File: src/hdl/mcblk_pkg.sv
// ---------------------------------------------------------------------------
// mcblk_pkg: shared types and constants for the blink output controller
// Channel count, command codes, register map, beat payloads and config set.
// ---------------------------------------------------------------------------
`default_nettype none

package mcblk_pkg;

    localparam int CHANNELS = 16;
    localparam int CH_W     = 4;
    localparam int CNT_W    = 5;
    localparam int CODE_W   = 8;
    localparam int ADDR_W   = 4;
    localparam int DATA_W   = 32;

    // Operation of a command beat
    localparam logic OP_CMD  = 1'b0;
    localparam logic OP_TICK = 1'b1;

    // Command codes
    localparam logic [CODE_W-1:0] CODE_OFF       = 8'h00;
    localparam logic [CODE_W-1:0] CODE_OFF_ALT   = 8'h55;
    localparam logic [CODE_W-1:0] CODE_STEADY    = 8'h01;
    localparam logic [CODE_W-1:0] CODE_BLINK     = 8'h02;
    localparam logic [CODE_W-1:0] CODE_BLINK_ALT = 8'hAA;

    // Register indexes (byte address = 4 * index)
    localparam logic [1:0] REG_CTRL_MASK  = 2'd0;
    localparam logic [1:0] REG_BLINK_MASK = 2'd1;
    localparam logic [1:0] REG_BLINK_LIM  = 2'd2;

    // Reset values
    localparam logic [CHANNELS-1:0] CTRL_MASK_RST  = 16'h3FFC;
    localparam logic [CHANNELS-1:0] BLINK_MASK_RST = 16'h00FC;
    localparam logic [CNT_W-1:0]    BLINK_LIM_RST  = 5'd20;

    typedef struct packed {
        logic              op;
        logic [CH_W-1:0]   channel;
        logic [CODE_W-1:0] command_code;
    } cmd_item_t;

    typedef struct packed {
        logic [CHANNELS-1:0] levels;
        logic [CHANNELS-1:0] changed;
    } res_item_t;

    typedef struct packed {
        logic [CHANNELS-1:0] controllable_mask;
        logic [CHANNELS-1:0] blinkable_mask;
        logic [CNT_W-1:0]    blink_limit;
    } cfg_t;

endpackage

`default_nettype wire

File: src/hdl/multi_channel_blink_output_control_core.sv
// ---------------------------------------------------------------------------
// multi_channel_blink_output_control_core: sixteen-channel blink controller
// Command beats set channel modes; tick beats advance levels and counters.
// ---------------------------------------------------------------------------
//  channel  | dir | payload      | handshake
//  cmd      | in  | cmd_item_t   | cmd_valid / cmd_stall
//  res      | out | res_item_t   | res_valid / res_stall
//  apb      | in  | 32-bit regs  | psel / penable / pready
//
//  One beat per cycle while the result side does not stall; a command beat, once
//  accepted, passes the input register, then the update and result register.
//  All channels update in parallel in the single update stage.
//  Reset (rst_n low) clears modes, levels, counters and loads register defaults.
//  A stalled result holds the update stage; the input stalls once it is full.
// ---------------------------------------------------------------------------
`default_nettype none

module multi_channel_blink_output_control_core (
    input  wire logic                           clk,
    input  wire logic                           rst_n,
    input  wire logic                           cmd_valid,
    output logic                                cmd_stall,
    input  wire mcblk_pkg::cmd_item_t           cmd,
    output logic                                res_valid,
    input  wire logic                           res_stall,
    output mcblk_pkg::res_item_t                res,
    input  wire logic                           psel,
    input  wire logic                           penable,
    input  wire logic                           pwrite,
    input  wire logic [mcblk_pkg::ADDR_W-1:0]   paddr,
    input  wire logic [mcblk_pkg::DATA_W-1:0]   pwdata,
    output logic      [mcblk_pkg::DATA_W-1:0]   prdata,
    output logic                                pready
);

    mcblk_pkg::cfg_t      cfg;
    mcblk_pkg::cmd_item_t stage_item_reg;
    logic                 stage_valid_reg;
    logic                 stage_valid_next;
    mcblk_pkg::res_item_t res_item_reg;
    mcblk_pkg::res_item_t core_result;
    logic                 res_valid_reg;
    logic                 res_valid_next;
    logic                 advance;
    logic                 fire;
    logic                 take;

    mcblk_cfg u_cfg (
        .clk     (clk),
        .rst_n   (rst_n),
        .psel    (psel),
        .penable (penable),
        .pwrite  (pwrite),
        .paddr   (paddr),
        .pwdata  (pwdata),
        .prdata  (prdata),
        .pready  (pready),
        .cfg     (cfg)
    );

    mcblk_core u_core (
        .clk    (clk),
        .rst_n  (rst_n),
        .fire   (fire),
        .item   (stage_item_reg),
        .cfg    (cfg),
        .result (core_result)
    );

    // result register free or draining this cycle
    assign advance   = !res_valid_reg || !res_stall;
    assign fire      = stage_valid_reg && advance;
    assign cmd_stall = stage_valid_reg && !advance;
    assign take      = cmd_valid && !cmd_stall;

    always_comb
    begin
        stage_valid_next = stage_valid_reg;
        if (take)
        begin
            stage_valid_next = 1'b1;
        end
        else if (fire)
        begin
            stage_valid_next = 1'b0;
        end

        res_valid_next = res_valid_reg;
        if (advance)
        begin
            res_valid_next = stage_valid_reg;
        end
    end

    always_ff @(posedge clk or negedge rst_n)
    begin
        if (!rst_n)
        begin
            stage_valid_reg <= 1'b0;
            res_valid_reg   <= 1'b0;
        end
        else
        begin
            stage_valid_reg <= stage_valid_next;
            res_valid_reg   <= res_valid_next;
        end
    end

    always_ff @(posedge clk)
    begin
        if (take)
        begin
            stage_item_reg <= cmd;
        end
        if (fire)
        begin
            res_item_reg <= core_result;
        end
    end

    assign res_valid = res_valid_reg;
    assign res       = res_item_reg;

endmodule

`default_nettype wire

File: src/hdl/mcblk_cfg.sv
// ---------------------------------------------------------------------------
// mcblk_cfg: configuration register file
// APB-style write/read of the two channel masks and the blink limit.
// ---------------------------------------------------------------------------
`default_nettype none

module mcblk_cfg (
    input  wire logic                           clk,
    input  wire logic                           rst_n,
    input  wire logic                           psel,
    input  wire logic                           penable,
    input  wire logic                           pwrite,
    input  wire logic [mcblk_pkg::ADDR_W-1:0]   paddr,
    input  wire logic [mcblk_pkg::DATA_W-1:0]   pwdata,
    output logic      [mcblk_pkg::DATA_W-1:0]   prdata,
    output logic                                pready,
    output mcblk_pkg::cfg_t                     cfg
);

    logic [mcblk_pkg::CHANNELS-1:0] ctrl_mask_reg;
    logic [mcblk_pkg::CHANNELS-1:0] blink_mask_reg;
    logic [mcblk_pkg::CNT_W-1:0]    blink_lim_reg;
    logic [1:0]                     reg_index;
    logic                           wr_en;

    assign reg_index = paddr[3:2];
    assign pready    = 1'b1;
    assign wr_en     = psel && penable && pwrite && pready;

    always_ff @(posedge clk or negedge rst_n)
    begin
        if (!rst_n)
        begin
            ctrl_mask_reg  <= mcblk_pkg::CTRL_MASK_RST;
            blink_mask_reg <= mcblk_pkg::BLINK_MASK_RST;
            blink_lim_reg  <= mcblk_pkg::BLINK_LIM_RST;
        end
        else if (wr_en)
        begin
            case (reg_index)
                mcblk_pkg::REG_CTRL_MASK:
                    ctrl_mask_reg <= pwdata[mcblk_pkg::CHANNELS-1:0];
                mcblk_pkg::REG_BLINK_MASK:
                    blink_mask_reg <= pwdata[mcblk_pkg::CHANNELS-1:0];
                mcblk_pkg::REG_BLINK_LIM:
                    blink_lim_reg <= pwdata[mcblk_pkg::CNT_W-1:0];
                default:
                begin
                end
            endcase
        end
    end

    always_comb
    begin
        prdata = '0;
        case (reg_index)
            mcblk_pkg::REG_CTRL_MASK:
                prdata[mcblk_pkg::CHANNELS-1:0] = ctrl_mask_reg;
            mcblk_pkg::REG_BLINK_MASK:
                prdata[mcblk_pkg::CHANNELS-1:0] = blink_mask_reg;
            mcblk_pkg::REG_BLINK_LIM:
                prdata[mcblk_pkg::CNT_W-1:0] = blink_lim_reg;
            default:
                prdata = '0;
        endcase
    end

    assign cfg.controllable_mask = ctrl_mask_reg;
    assign cfg.blinkable_mask    = blink_mask_reg;
    assign cfg.blink_limit       = blink_lim_reg;

endmodule

`default_nettype wire

File: src/hdl/mcblk_core.sv
// ---------------------------------------------------------------------------
// mcblk_core: channel state and per-beat update
// Holds on/blink/level bits and blink counters; applies one beat per fire.
// ---------------------------------------------------------------------------
`default_nettype none

module mcblk_core (
    input  wire logic                  clk,
    input  wire logic                  rst_n,
    input  wire logic                  fire,
    input  wire mcblk_pkg::cmd_item_t  item,
    input  wire mcblk_pkg::cfg_t       cfg,
    output mcblk_pkg::res_item_t       result
);

    logic [mcblk_pkg::CHANNELS-1:0] on_reg;
    logic [mcblk_pkg::CHANNELS-1:0] on_next;
    logic [mcblk_pkg::CHANNELS-1:0] blink_reg;
    logic [mcblk_pkg::CHANNELS-1:0] blink_next;
    logic [mcblk_pkg::CHANNELS-1:0] level_reg;
    logic [mcblk_pkg::CHANNELS-1:0] level_next;
    logic [mcblk_pkg::CNT_W-1:0]    count_reg  [mcblk_pkg::CHANNELS];
    logic [mcblk_pkg::CNT_W-1:0]    count_next [mcblk_pkg::CHANNELS];

    always_comb
    begin
        on_next    = on_reg;
        blink_next = blink_reg;
        level_next = level_reg;
        for (int i = 0; i < mcblk_pkg::CHANNELS; i++)
        begin
            count_next[i] = count_reg[i];
        end

        if (item.op == mcblk_pkg::OP_CMD)
        begin
            for (int i = 0; i < mcblk_pkg::CHANNELS; i++)
            begin
                if (item.channel == mcblk_pkg::CH_W'(i))
                begin
                    case (item.command_code)
                        mcblk_pkg::CODE_OFF, mcblk_pkg::CODE_OFF_ALT:
                        begin
                            on_next[i]    = 1'b0;
                            blink_next[i] = 1'b0;
                        end
                        mcblk_pkg::CODE_STEADY:
                        begin
                            on_next[i]    = 1'b1;
                            blink_next[i] = 1'b0;
                        end
                        mcblk_pkg::CODE_BLINK, mcblk_pkg::CODE_BLINK_ALT:
                        begin
                            on_next[i]    = 1'b1;
                            blink_next[i] = 1'b1;
                        end
                        default:
                        begin
                        end
                    endcase
                end
            end
            // masks apply even when the code is unknown
            on_next    = on_next & cfg.controllable_mask;
            blink_next = blink_next & cfg.blinkable_mask;
        end
        else
        begin
            for (int i = 0; i < mcblk_pkg::CHANNELS; i++)
            begin
                if (cfg.controllable_mask[i])
                begin
                    if (blink_reg[i])
                    begin
                        if (on_reg[i])
                        begin
                            if (count_reg[i] > cfg.blink_limit)
                            begin
                                count_next[i] = '0;
                                level_next[i] = !level_reg[i];
                            end
                            else
                            begin
                                // wraps at the top of the counter
                                count_next[i] = count_reg[i] + 1'b1;
                            end
                        end
                        else
                        begin
                            level_next[i] = 1'b0;
                        end
                    end
                    else
                    begin
                        level_next[i] = on_reg[i];
                    end
                end
            end
        end
    end

    assign result.levels  = level_next;
    assign result.changed = level_next ^ level_reg;

    always_ff @(posedge clk or negedge rst_n)
    begin
        if (!rst_n)
        begin
            on_reg    <= '0;
            blink_reg <= '0;
            level_reg <= '0;
            for (int i = 0; i < mcblk_pkg::CHANNELS; i++)
            begin
                count_reg[i] <= '0;
            end
        end
        else if (fire)
        begin
            on_reg    <= on_next;
            blink_reg <= blink_next;
            level_reg <= level_next;
            for (int i = 0; i < mcblk_pkg::CHANNELS; i++)
            begin
                count_reg[i] <= count_next[i];
            end
        end
    end

`ifndef SYNTHESIS
    a_cmd_keeps_levels: assert property (@(posedge clk) disable iff (!rst_n)
        (fire && item.op == mcblk_pkg::OP_CMD) |=> level_reg == $past(level_reg))
        else $error("command beat changed levels");

    a_cmd_on_masked: assert property (@(posedge clk) disable iff (!rst_n)
        (fire && item.op == mcblk_pkg::OP_CMD)
            |=> (on_reg & ~$past(cfg.controllable_mask)) == '0)
        else $error("on bit set outside controllable mask");

    a_cmd_blink_masked: assert property (@(posedge clk) disable iff (!rst_n)
        (fire && item.op == mcblk_pkg::OP_CMD)
            |=> (blink_reg & ~$past(cfg.blinkable_mask)) == '0)
        else $error("blink bit set outside blinkable mask");

    a_tick_keeps_modes: assert property (@(posedge clk) disable iff (!rst_n)
        (fire && item.op == mcblk_pkg::OP_TICK) |=> $stable(on_reg) && $stable(blink_reg))
        else $error("tick beat changed channel modes");

    a_idle_holds: assert property (@(posedge clk) disable iff (!rst_n)
        !fire |=> $stable(level_reg))
        else $error("levels moved without a beat");
`endif

endmodule

`default_nettype wire

File: config.mk
export PLATFORM = sky130hd
export DESIGN_NAME = multi_channel_blink_output_control_core
export DESIGN_NICKNAME = d
export VERILOG_FILES = /design/src/hdl/mcblk_pkg.sv /design/src/hdl/multi_channel_blink_output_control_core.sv /design/src/hdl/mcblk_cfg.sv /design/src/hdl/mcblk_core.sv
export SDC_FILE = /design/constraint.sdc
export NUM_CORES = 1
export LEC_CHECK = 0
export CORE_MARGIN = 5
export CORE_UTILIZATION = 30
export CTS_CLUSTER_SIZE = 40
export DETAILED_ROUTE_END_ITERATION = 10
export DONT_BUFFER_PORTS = 1
export PLACE_DENSITY_LB_ADDON = 0.12
export SYNTH_ARGS = -nofsm -noshare
export SYNTH_HDL_FRONTEND = slang
export SYNTH_SLANG_ARGS = --single-unit
File: constraint.sdc
create_clock -name clk -period 3.6 [get_ports clk]
set_input_delay 0.72 -clock clk [delete_from_list [all_inputs] [get_ports clk]]
set_output_delay 0.72 -clock clk [all_outputs]
set_load 0.05 [all_outputs]
== Yosys cells after proc, flatten, opt, wreduce, memory -nomap -nowiden ==
Cells that the tools add are included.

* Add/sub/neg operators: 16
* Bitwise operators: 4
* $mul: 0
* Muxes and demuxes: 181
* Reduce and logical (&&, ||, !) cells: 54
* Shift-type cells: 0
* Divide/modulo/power cells: 0
* Magnitude comparators: 16
* Equal/unequal tests: 21

{| class="wikitable"
|+ Operator list
! cell !! number
|-
| 1-bit 2-to-1 mux || 130
|-
| 5-bit by 1-bit adder with 5-bit output, second input constant || 16
|-
| 5-bit > comparator || 16
|-
| 5-bit 2-to-1 mux || 16
|-
| 5-bit AND reduction || 16
|-
| 1-bit one-hot mux with 2 select lines || 32
|-
| 16-bit bitwise AND || 2
|-
| 4-bit equality test, second input constant || 8
|-
| 11-bit one-hot mux with 2 select lines || 1
|-
| 1-bit logical NOT || 20
|-
| 4-bit by 3-bit equality test with 1-bit output, second input constant || 4
|-
| 16-bit 2-to-1 mux || 1
|-
| 16-bit XOR || 1
|-
| 5-bit one-hot mux with 3 select lines || 1
|-
| 4-bit by 2-bit equality test with 1-bit output, second input constant || 2
|-
| 8-bit by 1-bit equality test with 1-bit output, second input constant || 1
|-
| 8-bit by 2-bit equality test with 1-bit output, second input constant || 1
|-
| 8-bit by 7-bit equality test with 1-bit output, second input constant || 1
|-
| 8-bit equality test, second input constant || 1
|-
| 8-bit logical NOT || 1
|-
| 2-bit AND reduction || 4
|-
| 3-bit OR reduction || 2
|-
| 1-bit logical AND || 5
|-
| 4-bit by 1-bit equality test with 1-bit output, second input constant || 1
|-
| other kinds (8) || 9
|}

* RAM bits: 0
* Bits in latches: 0
* Memories: 0
* Output and inout port bits: 67
* Bits in read-only memories: 0
* Register bits: 212

== Logic depth before layout (Yosys ltp) ==
* Depth in word-level cells: 7
* Gate-level depth with buffers: 8
* Gate-level depth less buffers: 6

== Cells and area by module ==
From an unflattened synthesis, not the netlist that was laid out.

* Cells, all modules: 1300
* Area total of the unflattened synthesis: 12756.0 um2

{| class="wikitable"
|+ By module, submodules not included
! module !! times used !! cells an instance !! area each (um2) !! sequential area each (um2)
|-
| mcblk_core || 1 || 1105 || 9466.6 || 3203.1
|-
| mcblk_cfg || 1 || 142 || 1845.5 || 950.9
|-
| multi_channel_blink_output_control_core || 1 || 53 || 1443.9 || 1401.3
|}

== Worst setup path after synthesis ==
No wires, ideal clock.

* Path type: input -> output
* From: input paddr[2] (netlist name)
* To: output prdata[0] (netlist name)
* Arrival: 2.118 ns
* Setup slack: 0.762 ns
* Required time: 2.880 ns
* Cell stages on the path: 3
* Cells stage by stage: buf_2 -> mux2i_1 -> o21ai_0

* Longest elaborated chain between the ends: 2

{| class="wikitable"
|+ RTL lines
! element !! line !! source
|-
| from (decl) || multi_channel_blink_output_control_core.sv:30 || <nowiki>input wire logic [mcblk_pkg::ADDR_W-1:0] paddr,</nowiki>
|-
| 2-bit equality test, or another cell as far along || mcblk_cfg.sv:57 || <nowiki>case (reg_index)</nowiki>
|-
| 5-bit one-hot mux with 3 select lines (*) || mcblk_cfg.sv:57 ||
|-
| to (decl) || multi_channel_blink_output_control_core.sv:32 || <nowiki>output logic [mcblk_pkg::DATA_W-1:0] prdata,</nowiki>
|}

Mark *: on every way between the ends. The rest lies on a longest branch, timed or not.

== Final worst setup path ==
* From: register res_valid_reg, in the netlist res_valid
* To: register u_core.on_reg[4] (netlist name)

* Longest elaborated chain between the ends: 4

{| class="wikitable"
|+ RTL lines
! element !! line !! source
|-
| from (decl) || multi_channel_blink_output_control_core.sv:42 || <nowiki>logic res_valid_reg;</nowiki>
|-
| from (signal assigned) || multi_channel_blink_output_control_core.sv:105 || <nowiki>res_valid_reg <= res_valid_next;</nowiki>
|-
| 1-bit logical NOT || multi_channel_blink_output_control_core.sv:71 || <nowiki>assign advance = !res_valid_reg || !res_stall;</nowiki>
|-
| 1-bit logical OR || multi_channel_blink_output_control_core.sv:71 ||
|-
| 1-bit logical AND || multi_channel_blink_output_control_core.sv:72 || <nowiki>assign fire = stage_valid_reg && advance;</nowiki>
|-
| 2-bit AND reduction (no source line) || - ||
|-
| to (signal assigned) || mcblk_core.sv:119 || <nowiki>on_reg <= on_next;</nowiki>
|-
| to (decl) || mcblk_core.sv:16 || <nowiki>logic [mcblk_pkg::CHANNELS-1:0] on_reg;</nowiki>
|}

Every way passes these cells.
A chain may end at the register's enable or synchronous reset.

==> key figures <==
Status
  • Outcome: complete, but fails checks
  • Failing checks: hold timing

STA
  • Final worst path period share: 79.3%
  • Final hold slack: -131 ps
  • Final hold violation count: about 150
  • Sum Neg Setup Slack: 0 ps
  • Slew HR: 24.0%
  • RSZ-0062 raised after global routing: no
  • Final WS setup: 743 ps
  • Fin crit period: between 2000 and 3000 ps
  • Clk_skew: 10.2 ps
  • FMAX: about 350 MHz
  • Setup violators final: 0
  • Fin. max-slew vios: 0
  • Worst-Margin Slew: around 1100 ps

Detailed routing
  • Initial drt markers: 513
  • DR WL/cell: 19.5 µm
  • Drt first pass iters: 5
  • Post-Route WL: slightly below 40000 µm
  • Vias: about 11k
  • Vias per inst: ~5.3
  • DRC Markers: 0
  • Antenna viol nets, final: 0

Critical path
  • Worst EP required: between 4000 and 5000 ps
  • Worst path arrival time: between 3000 and 4000 ps
  • R2R Setup Slk: about 740 ps
  • Max Fanout on Critical Path: 24
  • Worst r2r src: res_valid
  • Reg2reg path depth: 4
  • Setup crit end kind: flip-flop
  • Startpoint Class: flip-flop
  • FF-to-FF End: u_core.on_reg[4]
  • Crit path kind: reg2reg

Flow run
  • Max-Cap Viols: 0

Placed design
  • Setup Slack @ Placement: around 660 ps
  • Hpwl dp: approximately 27000 µm
  • Port Buf Inserts: 0
  • Final GP Congestion: 0.785

Min path
  • Hold Crit Class: in2async

Clock network
  • Clock sink total: 212
  • Root Buffer: clkbuf_16
  • CTS tree: done
  • Post-cts resize count: 0
  • Clock Latency Late Sink: ~560 ps
  • Clock transition at path regs: ~60 ps
  • CTS Buffer Depth: 3
  • Total number of H-tree levels: 1
  • Post-CTS Setup Repair Bufs: 0
  • Num CTS Buffers: 28

Synthesis
  • Post-synth EDFFs: 45
  • Sequential area share after synthesis: a little over two fifths
  • Share of the synthesized area in the top cell type: around 28%
  • Synth top cells by count: nand2_1, dfrtp_1, ha_1
  • Cell with the most instances after synthesis: nand2_1
  • Syn_area_per_cell: approximately 9.8 µm²
  • Post-Syn Area: approximately 13000 µm²
  • Synth top area cells: dfrtp_1, edfxtp_1, ha_1, nand2_1, dfstp_2
  • Yosys warning count: 0
  • Post-synth top area cell: dfrtp_1
  • Share of synthesized registers carrying an async set or reset: between 70 and 80%
  • Synth cell types: 64
  • Synth Instances: roughly 1.4k
  • Synth Register Bits: between 200 and 250
  • Primary FF master, synth: dfrtp_1

Final layout
  • # nets final: 1541
  • Max reg flops: 80
  • Fill cell count: approximately 4.5k
  • Reg area: 5560 µm²
  • Fraction of layout cells with a size suffix above 1: between 10 and 15%
  • Area grow syn2layout: 12.7%
  • Multi-input gate area: ~7300 µm²

Power
  • Logic pwr share: 21.0%
  • Peak VDD IR: ~0.38 mV
  • PwrDens: 538 nW/µm²
  • Internal power: between 0.005 and 0.006 W
  • Switching share of total power: a little over a third
  • Clk pwr share: between 30% and 40%
  • Flop pwr share: 44.3%
  • Sw Pwr: about 0.0028 W
  • Pleak: roughly 6.0 nW

Floorplan
  • DIE AREA: 48800 µm²
  • # rows: 77
  • Top Ports: approximately 120
  • Initial core utilization: between 30% and 40%
  • CORE AREA: between 40000 and 50000 µm²
  • Die height: approximately 220 µm
  • DIE WIDTH: 221 µm

Global routing
  • First-pass GRT wire length: approximately 60000 µm
  • Initial antenna violation count: 2
  • Overall routing resource usage: around 16%
  • Largest net degree at the start of global routing: between 150 and 200
  • GRT overflow: 0
  • Vias in the first global route: slightly above 10k
layout make-up:
| class | count | area share (%) |
|---|---|---|
| multi-input cells | 1051 | 48.6 |
| flip-flops and latches | 212 | 36.9 |
| clock buffers | 49 | 6.06 |
| well taps | 592 | 4.92 |
| repair buffers | 36 | 1.88 |
| inverters | 60 | 1.53 |
| clock inverters | 3 | 0.0998 |
| diodes | 1 | 0.0166 |
metrics by stage:
stage | instances | util [%] | hold slack [ps] | power, W | cell area, µm²
after global placement | 1951 | 32.0 | 435 | 0.00531 | 14100
final | 2004 | 34.1 | -131 | 0.00809 | 15000
after detailed placement | 1951 | 32.0 | 435 | 0.00534 | 14100
after CTS | 2003 | 34.1 | -162 | 0.00821 | 15000
after global routing | 2003 | 34.1 | -157 | 0.00856 | 15000
after floorplan | 1380 | - | 424 | 0.00472 | 13400
power by group through the flow:
stage                     sequential, W  combinational, W  clock, W
after global routing            0.00365           0.00192   0.00299
after CTS                       0.00358           0.00173   0.00290
after detailed placement        0.00362           0.00172         0
final                           0.00358           0.00170   0.00280
after floorplan                 0.00343           0.00128         0
after global placement          0.00361           0.00170         0
how the worst max path moves through the flow:
stage	startpoint	end	slack (ps)
2_1_floorplan	paddr[2]	prdata[0]	760
3_3_place_gp	res_stall	u_core.on_reg[12]	670
3_5_place_dp	res_stall	u_core.on_reg[2]	660
4_1_cts	res_valid	u_core.on_reg[4]	690
5_1_grt	res_valid	u_core.on_reg[4]	540
6_report	res_valid	u_core.on_reg[4]	740
kinds of logic after synthesis:
| kind of cell | after synthesis | synth area share (%) |
|---|---|---|
| flops | 212 | 41.6 |
| fa+ha+maj | 96 | 9.00 |
| compound gates | 356 | 18.8 |
| buf+inv | 117 | 4.18 |
| other cells | 2 | 0.0563 |
| mux | 81 | 6.39 |
| simple gates | 501 | 19.9 |
placed cells by master, fill, tap and decap left out, drive strengths merged, types with 17 or more instances in the layout:
cell type / n
buf: 36
dfrtp: 147
conb: 17
nor2b: 17
inv: 60
and2: 22
nand2: 168
a21oi: 52
a31oi: 17
nor3: 18
nor2: 64
mux2i: 48
a22o: 42
nand4: 47
ha: 96
dfstp: 20
or2: 49
mux2: 33
o21ai: 94
nand3: 55
o211ai: 37
nand2b: 23
edfxtp: 45
clkbuf: 49
metal layers:
layer / routed length [µm] / up-vias / GRT usage (%)
li1: - / 5191 / -
met1: 18400 / 5211 / 21.5
met2: 18000 / 182 / 25.2
met3: 1690 / 61 / 2.49
met4: 856 / 4 / 4.46
met5: 27 / - / 0
worst max-delay path, cell delays in order (launching register included):
cell and delay (ps):
dfrtp_1 590, a21bo_4 480, nor3b_2 960, o21ai_2 430
o21ai_0 300
Note: power is estimated with default switching activity, not from simulation.
